--- src/hdl/phat_pkg.sv ---
`timescale 1ns / 1ps
// ----------------------------------------------------------------------------
// phat_pkg
// shared constants, status codes and controller command type for the
// peer heartbeat aging table
// ----------------------------------------------------------------------------
package phat_pkg;

	localparam int ENTRIES_DEF  = 16;
	localparam int KEY_BITS_DEF = 64;

	localparam int KEY_W     = 64;
	localparam int AGE_W     = 4;
	localparam int STAT_W    = 2;
	localparam int CNT_OUT_W = 5;

	localparam logic [AGE_W-1:0] LIMIT_RESET = 4'd6;

	localparam logic [STAT_W-1:0] ST_NEW     = 2'd0;
	localparam logic [STAT_W-1:0] ST_REFRESH = 2'd1;
	localparam logic [STAT_W-1:0] ST_FULL    = 2'd2;
	localparam logic [STAT_W-1:0] ST_TICK    = 2'd3;

	// controller to datapath commands
	typedef struct packed {
		logic capture;  // latch the incoming request
		logic eval;     // register match, free and evict vectors
		logic commit;   // update the table and load the result registers
	} cmd_t;

endpackage

--- src/hdl/phat_ctrl.sv ---
`timescale 1ns / 1ps
// ----------------------------------------------------------------------------
// phat_ctrl
// request sequencer: capture, evaluate, commit; drives busy and done
// ----------------------------------------------------------------------------
module phat_ctrl (
	input  logic          clk,
	input  logic          arst_n,
	input  logic          start,
	output logic          busy,
	output logic          done,
	output phat_pkg::cmd_t cmd
);
	import phat_pkg::*;

	localparam logic [1:0] S_IDLE   = 2'd0;
	localparam logic [1:0] S_EVAL   = 2'd1;
	localparam logic [1:0] S_COMMIT = 2'd2;

	logic [1:0] state_q;
	logic [1:0] state_n;
	logic       accept;
	logic       done_q;

	assign busy   = (state_q == S_EVAL);
	assign accept = start && !busy;

	always_comb begin
		case (state_q)
			S_IDLE:   state_n = accept ? S_EVAL : S_IDLE;
			S_EVAL:   state_n = S_COMMIT;
			S_COMMIT: state_n = accept ? S_EVAL : S_IDLE;
			default:  state_n = S_IDLE;
		endcase
	end

	always_ff @(posedge clk or negedge arst_n) begin
		if (!arst_n) begin
			state_q <= S_IDLE;
			done_q  <= 1'b0;
		end else begin
			state_q <= state_n;
			done_q  <= (state_q == S_COMMIT);
		end
	end

	assign cmd.capture = accept;
	assign cmd.eval    = (state_q == S_EVAL);
	assign cmd.commit  = (state_q == S_COMMIT);
	assign done        = done_q;

endmodule

--- src/hdl/phat_datapath.sv ---
`timescale 1ns / 1ps
// ----------------------------------------------------------------------------
// phat_datapath
// entry table with per-entry key compare lanes, aging logic, live counter
// and result registers
// ----------------------------------------------------------------------------
module phat_datapath #(
	parameter int ENTRIES  = phat_pkg::ENTRIES_DEF,
	parameter int KEY_BITS = phat_pkg::KEY_BITS_DEF
) (
	input  logic                           clk,
	input  logic                           arst_n,
	input  phat_pkg::cmd_t                 cmd,
	input  logic                           req_type,
	input  logic [phat_pkg::KEY_W-1:0]     peer_key,
	input  logic                           cfg_we,
	input  logic [phat_pkg::AGE_W-1:0]     cfg_wdata,
	output logic [phat_pkg::STAT_W-1:0]    status,
	output logic [phat_pkg::CNT_OUT_W-1:0] evicted_count,
	output logic [phat_pkg::CNT_OUT_W-1:0] live_count
);
	import phat_pkg::*;

	localparam int CNT_W = $clog2(ENTRIES + 1);

	// table
	logic [ENTRIES-1:0]  valid_q;
	logic [AGE_W-1:0]    age_q [ENTRIES];
	logic [KEY_BITS-1:0] key_q [ENTRIES];
	logic [CNT_W-1:0]    live_q;
	logic [AGE_W-1:0]    limit_q;

	// captured request
	logic                tick_q;
	logic [KEY_BITS-1:0] req_key_q;

	// evaluation stage
	logic [ENTRIES-1:0] hit_vec, evict_vec;
	logic [ENTRIES-1:0] hit_s1, free_s1, evict_s1;
	logic [ENTRIES-1:0] hit_oh, free_oh;
	logic               hit_any, free_any;
	logic [CNT_W-1:0]   evicted_n;
	logic [CNT_W-1:0]   live_n;
	logic [STAT_W-1:0]  stat_n;

	// result registers
	logic [STAT_W-1:0]    status_q;
	logic [CNT_OUT_W-1:0] evicted_q;
	logic [CNT_OUT_W-1:0] live_out_q;

	// compare lanes, one per entry
	always_comb begin
		for (int i = 0; i < ENTRIES; i++) begin
			hit_vec[i]   = valid_q[i] && (key_q[i] == req_key_q);
			evict_vec[i] = valid_q[i] && (age_q[i] >= limit_q);
		end
	end

	// lowest set bit picks the entry
	assign hit_oh    = hit_s1 & (~hit_s1 + ENTRIES'(1));
	assign free_oh   = free_s1 & (~free_s1 + ENTRIES'(1));
	assign hit_any   = |hit_s1;
	assign free_any  = |free_s1;
	assign evicted_n = CNT_W'($countones(evict_s1));

	always_comb begin
		if (tick_q) begin
			stat_n = ST_TICK;
			live_n = live_q - evicted_n;
		end else if (hit_any) begin
			stat_n = ST_REFRESH;
			live_n = live_q;
		end else if (free_any) begin
			stat_n = ST_NEW;
			live_n = live_q + CNT_W'(1);
		end else begin
			stat_n = ST_FULL;
			live_n = live_q;
		end
	end

	// miss limit register
	always_ff @(posedge clk or negedge arst_n) begin
		if (!arst_n) begin
			limit_q <= LIMIT_RESET;
		end else if (cfg_we) begin
			limit_q <= cfg_wdata;
		end
	end

	// request capture and evaluation stage
	always_ff @(posedge clk) begin
		if (cmd.capture) begin
			tick_q    <= req_type;
			req_key_q <= peer_key[KEY_BITS-1:0];
		end
		if (cmd.eval) begin
			hit_s1   <= hit_vec;
			free_s1  <= ~valid_q;
			evict_s1 <= evict_vec;
		end
	end

	// valid bits, ages and live count
	always_ff @(posedge clk or negedge arst_n) begin
		if (!arst_n) begin
			valid_q <= '0;
			live_q  <= '0;
			for (int i = 0; i < ENTRIES; i++) begin
				age_q[i] <= '0;
			end
		end else if (cmd.commit) begin
			live_q <= live_n;
			if (tick_q) begin
				for (int i = 0; i < ENTRIES; i++) begin
					if (evict_s1[i]) begin
						valid_q[i] <= 1'b0;
						age_q[i]   <= '0;
					end else if (valid_q[i]) begin
						age_q[i] <= age_q[i] + AGE_W'(1);
					end
				end
			end else if (hit_any) begin
				for (int i = 0; i < ENTRIES; i++) begin
					if (hit_oh[i]) begin
						age_q[i] <= '0;
					end
				end
			end else begin
				for (int i = 0; i < ENTRIES; i++) begin
					if (free_oh[i]) begin
						valid_q[i] <= 1'b1;
						age_q[i]   <= '0;
					end
				end
			end
		end
	end

	// keys, written on allocation only
	always_ff @(posedge clk) begin
		if (cmd.commit && !tick_q && !hit_any) begin
			for (int i = 0; i < ENTRIES; i++) begin
				if (free_oh[i]) begin
					key_q[i] <= req_key_q;
				end
			end
		end
	end

	// result registers
	always_ff @(posedge clk) begin
		if (cmd.commit) begin
			status_q   <= stat_n;
			evicted_q  <= tick_q ? CNT_OUT_W'(evicted_n) : '0;
			live_out_q <= CNT_OUT_W'(live_n);
		end
	end

	assign status        = status_q;
	assign evicted_count = evicted_q;
	assign live_count    = live_out_q;

endmodule

--- src/hdl/peer_heartbeat_aging_table.sv ---
`timescale 1ns / 1ps
// ----------------------------------------------------------------------------
// peer_heartbeat_aging_table
// liveness table of registered peers with register/refresh and aging ticks
// ----------------------------------------------------------------------------
// A request is taken at a rising edge with start high and busy low. Each
// request gives exactly one result, shown for one cycle with done high
// after the accept edge, the compare cycle and the commit cycle. The
// receiver cannot stall: a result must be taken in its done cycle. busy is
// high only in the compare cycle, so a new request can be taken in the
// commit cycle, before the result of the last one is shown; the compare
// stage is registered and followed by the table update. A register request
// (req_type 0) looks up peer_key among the valid entries; a hit resets that
// entry's age (status refresh), a miss fills the lowest free entry (status
// new) or is refused when the table is full. A tick (req_type 1) evicts
// every valid entry whose age is at or above miss_limit and ages the rest
// by one. Only the low KEY_BITS bits of peer_key are stored and compared.
// The user must write miss_limit (reset value 6) through cfg_we / cfg_wdata
// only while no request is in flight; the block does not enforce this.
// ----------------------------------------------------------------------------
module peer_heartbeat_aging_table #(
	parameter int ENTRIES  = phat_pkg::ENTRIES_DEF,
	parameter int KEY_BITS = phat_pkg::KEY_BITS_DEF
) (
	input  logic                           clk,
	input  logic                           arst_n,
	// request channel
	input  logic                           start,
	output logic                           busy,
	input  logic                           req_type,
	input  logic [phat_pkg::KEY_W-1:0]     peer_key,
	// miss limit register
	input  logic                           cfg_we,
	input  logic [phat_pkg::AGE_W-1:0]     cfg_wdata,
	// result channel
	output logic                           done,
	output logic [phat_pkg::STAT_W-1:0]    status,
	output logic [phat_pkg::CNT_OUT_W-1:0] evicted_count,
	output logic [phat_pkg::CNT_OUT_W-1:0] live_count
);
	import phat_pkg::*;

	cmd_t cmd;

	// sequencer: idle -> compare -> commit
	phat_ctrl u_ctrl (
		.clk    (clk),
		.arst_n (arst_n),
		.start  (start),
		.busy   (busy),
		.done   (done),
		.cmd    (cmd)
	);

	// table, compare lanes, counters and result registers
	phat_datapath #(
		.ENTRIES  (ENTRIES),
		.KEY_BITS (KEY_BITS)
	) u_datapath (
		.clk           (clk),
		.arst_n        (arst_n),
		.cmd           (cmd),
		.req_type      (req_type),
		.peer_key      (peer_key),
		.cfg_we        (cfg_we),
		.cfg_wdata     (cfg_wdata),
		.status        (status),
		.evicted_count (evicted_count),
		.live_count    (live_count)
	);

endmodule

--- config.mk ---
export PLATFORM = sky130hd
export DESIGN_NAME = peer_heartbeat_aging_table
export DESIGN_NICKNAME = d
export VERILOG_FILES = /design/src/hdl/phat_pkg.sv /design/src/hdl/phat_ctrl.sv /design/src/hdl/phat_datapath.sv /design/src/hdl/peer_heartbeat_aging_table.sv
export SDC_FILE = /design/constraint.sdc
export NUM_CORES = 2
export LEC_CHECK = 0
export BUFFER_PORTS_ARGS = -buffer_cell sky130_fd_sc_hd__buf_2
export CORE_ASPECT_RATIO = 0.75
export CORE_MARGIN = 2
export CORE_UTILIZATION = 60
export CTS_BUF_LIST = sky130_fd_sc_hd__clkbuf_2 sky130_fd_sc_hd__clkbuf_4 sky130_fd_sc_hd__clkbuf_8
export DETAILED_ROUTE_END_ITERATION = 10
export PLACE_DENSITY = 0.77
export SYNTH_ARGS = -nofsm -noshare
export SYNTH_HDL_FRONTEND = slang
export SYNTH_HIERARCHICAL = 1
export SYNTH_SLANG_ARGS = --single-unit
--- constraint.sdc ---
create_clock -name clk -period 5.7 [get_ports clk]
set_input_delay 1.425 -clock clk [delete_from_list [all_inputs] [get_ports clk]]
set_output_delay 1.425 -clock clk [all_outputs]
set_load 0.005 [all_outputs]
==> impl_metrics.env <==
export IMPL_status="complete, no violations"
export IMPL_clkLatencyLatePin_ns=0.90
export IMPL_die_w_um=350
export IMPL_max_freq_mhz=192
export IMPL_critPathKind="register to register"
export IMPL_async_flop_share_pct=7.41
export IMPL_ys_seq_area_share_pct=68.3
export IMPL_dr_pass1_iters=7
export IMPL_place_ws_ns=0.598
export IMPL_hp_start="u_datapath/age_q[11]"
export IMPL_hpwl_mm=104
export IMPL_fin_setup_tns_ns=0
export IMPL_hold_path_depth=1
export IMPL_antenna_found_initial=5
export IMPL_path_cells="inv_1 -> fa_1 -> fa_1 -> fa_1 -> fa_1 -> inv_1 -> ha_1 -> fa_1 -> xnor2_1 -> ha_1 -> nor2b_1 -> o21ai_0 -> a221oi_1 -> a221oi_1 -> o311ai_1"
export IMPL_path_common_cell="fa_1"
export IMPL_ys_flop_type="edfxtp_1"
export IMPL_r2r_start="u_datapath/evict_s1[1]"
export IMPL_drv_slew=0
export IMPL_grt_first_pass_wirelength_mm=225
export IMPL_synth_fp_nets=3824
export IMPL_clock_sinks=1241
export IMPL_setup_slack_ns=0.482
export IMPL_cts_resized=0
export IMPL_cp_required_ns=6.29
export IMPL_std_cell_rows=95
export IMPL_vias_per_cell=6.48
export IMPL_cts_buffers_inserted=182
export IMPL_rsz0062_at_grt="false"
export IMPL_peakVddDrop_uv=277
export IMPL_finClkSkew_ns=0.0550
export IMPL_critPathLaunchType="register"
export IMPL_cp_num_cells=15
export IMPL_synth_area_per_cell_um2=14.8
export IMPL_wl_mm=157
export IMPL_cp_num_buf_inv=2
export IMPL_start_util_pct=60.4
export IMPL_num_vias=34200
export IMPL_synth_cell_types=74
export IMPL_ys_warnings_count=6
export IMPL_syn2layout_area_growth_pct=11.6
export IMPL_drc=0
export IMPL_grt_ovfl_total=0
export IMPL_num_fill_cells=6083
export IMPL_cts_hold_buf=0
export IMPL_synth_seq_cells=1241
export IMPL_max_stage_delay_ns=0.59
export IMPL_tightest_slew_ns=1.41
export IMPL_fin_crit_sh_pct=91.5
export IMPL_setup_violations=0
export IMPL_drv_cap=0
export IMPL_design_portCount=87
export IMPL_coreArea_um2=89300
export IMPL_syn_area_um2=53900
export IMPL_post_cts_setup_buffer_count=0
export IMPL_io_buffer_count=86
export IMPL_place_gp_congestion=1.02
export IMPL_hold_slack_ns=0.490
export IMPL_critPathMaxFanout=4
export IMPL_wl_per_cell_um=29.9
export IMPL_grt_total_usage_pct=34.4
export IMPL_clockBufferDepth=3
export IMPL_critPathArrivalTime_ns=5.81
export IMPL_crit_path_start="u_datapath/evict_s1[1]"
export IMPL_layout_common_cells="edfxtp_1 (1,149), xnor2_1 (469), xor2_1 (314)"
export IMPL_hold_viol_final=0
export IMPL_path_delay_family="adder cells"
export IMPL_dieArea_um2=92300
export IMPL_cp_slowest_cell="fa_1"
export IMPL_postPlaceCellArea_um2=56800
export IMPL_power_density_nw_per_um2=321
export IMPL_cts_tree="built"
export IMPL_grt_max_degree=65
export IMPL_layout_commonest_cell="edfxtp_1"
export IMPL_hp_class="register to register"
export IMPL_fin_area_um2=60200
export IMPL_first_global_vias=32600
export IMPL_synth_edf_count=1149
export IMPL_nets=4109
export IMPL_clkTransAtPathRegs_ns=0.07
export IMPL_htreeDepth=4
export IMPL_syn_inst=3650
export IMPL_min_period_ns=5.22
export IMPL_crit_path_end_kind="register"
export IMPL_die_h_um=264
export IMPL_drive_above_1_share_pct=14.1
export IMPL_r2r_cells=15
export IMPL_ant_nets=0
export IMPL_cts_root_buf="clkbuf_8"
export IMPL_leakage_nw=20.7
export IMPL_relSlewSlack_pct=5.76
export IMPL_drt_iter0_markers=5212
[cells by family after synthesis]
logic type | share of synthesized area [%]
buffers and inverters | 2.48
adders and majority gates | 2.50
DFF | 68.3
AOI/OAI and AO/OA | 6.47
xor gates and xnor gates | 12.7
muxes | 0.420
and+or+nand+nor | 7.14
[worst reg2reg max path, stage by stage, from the launching register on]
cell and delay (ns):
edfxtp_1 0.42, inv_1 0.14, fa_1 0.47, fa_1 0.59, fa_1 0.48, fa_1 0.51
inv_1 0.05, ha_1 0.21, fa_1 0.46, xnor2_1 0.28, ha_1 0.32, nor2b_1 0.14
o21ai_0 0.33, a221oi_1 0.15, a221oi_1 0.25, o311ai_1 0.14
[synthesized netlist by cell type (all sizes together), types with 18 or more instances]
| cell | count | area [um2] |
|---|---|---|
| edfxtp | 1149 | 34500 |
| xnor2 | 469 | 4110 |
| xor2 | 314 | 2750 |
| inv | 192 | 721 |
| nand4 | 157 | 982 |
| nor4 | 134 | 866 |
| clkbuf | 108 | 405 |
| dfrtp | 90 | 2250 |
| ha | 90 | 1130 |
| nor2 | 83 | 312 |
| o22ai | 68 | 425 |
| o21ai | 65 | 325 |
| nand3 | 62 | 310 |
| nand2b | 61 | 382 |
| nand2 | 55 | 206 |
| a21o | 49 | 368 |
| buf | 48 | 194 |
| o2bb2ai | 42 | 368 |
| nor3 | 40 | 205 |
| a21oi | 37 | 185 |
| nor2b | 35 | 229 |
| a22oi | 28 | 210 |
| a221oi | 26 | 228 |
| a31oi | 23 | 144 |
| a22o | 19 | 166 |
| o2111ai | 18 | 158 |
[flip-flops by register name, summed over array words and instances, names as in the netlist]
register,cells
u_datapath/status,2
u_ctrl/state_q,2
u_datapath/evicted_count,5
u_datapath/limit_q,4
u_datapath/free_s1,16
u_datapath/valid_q,16
u_datapath/live_count,5
u_datapath/evict_s1,16
u_datapath/tick_q,1
u_datapath/live_q,5
u_datapath/req_key_q,64
u_datapath/hit_s1,16
u_ctrl/done,1
u_datapath/age_q,64
u_datapath/key_q,1024
[final timing paths]
kind                                             to  slack, ns
hold / removal                 u_datapath/age_q[11]       0.49
max in group asynchronous      u_datapath/age_q[52]       4.00
hold reg to reg                u_datapath/age_q[11]       0.49
min in group asynchronous      u_datapath/age_q[32]       0.60
setup reg to reg           u_datapath/live_count[4]       0.48
setup / recovery           u_datapath/live_count[4]       0.48
[report_power, final]
part,internal (mW),leakage (nW),switching (mW)
logic,0.739,7.28,1.29
clock network,3.51,1.79,3.40
registers,10.1,11.6,0.225
[per-stage QoR]
step | util, % | power [mW] | cells
after floorplan | - | 11.6 | 3650
after global placement | 63.6 | 12.4 | 4963
after detailed placement | 63.6 | 12.5 | 4963
after CTS | 67.4 | 19.3 | 5269
after global routing | 67.4 | 19.8 | 5270
final | 67.4 | 19.3 | 5272
[metal layers]
metal	GRT usage [%]	part of all wire (%)	vias up	wire, um
li1	-	-	14300	-
met1	50.7	39	17000	61700
met3	11.9	16	375	24900
met2	47.0	41	2493	64500
met5	0	0	-	0
met4	13.4	4.0	0	6360
[layout make-up]
class | instances | area [um2] | area share, %
Clock inverter | 53 | 282 | 0.468
Multi-Input combinational cell | 2057 | 15900 | 26.4
Inverter | 196 | 736 | 1.22
Antenna cell | 3 | 7.51 | 0.0125
Sequential cell | 1241 | 36800 | 61.2
Timing Repair Buffer | 257 | 1830 | 3.04
Tap cell | 1212 | 1520 | 2.52
Clock buffer | 253 | 3090 | 5.13
No activity file was read; power rests on OpenSTA's default activity.
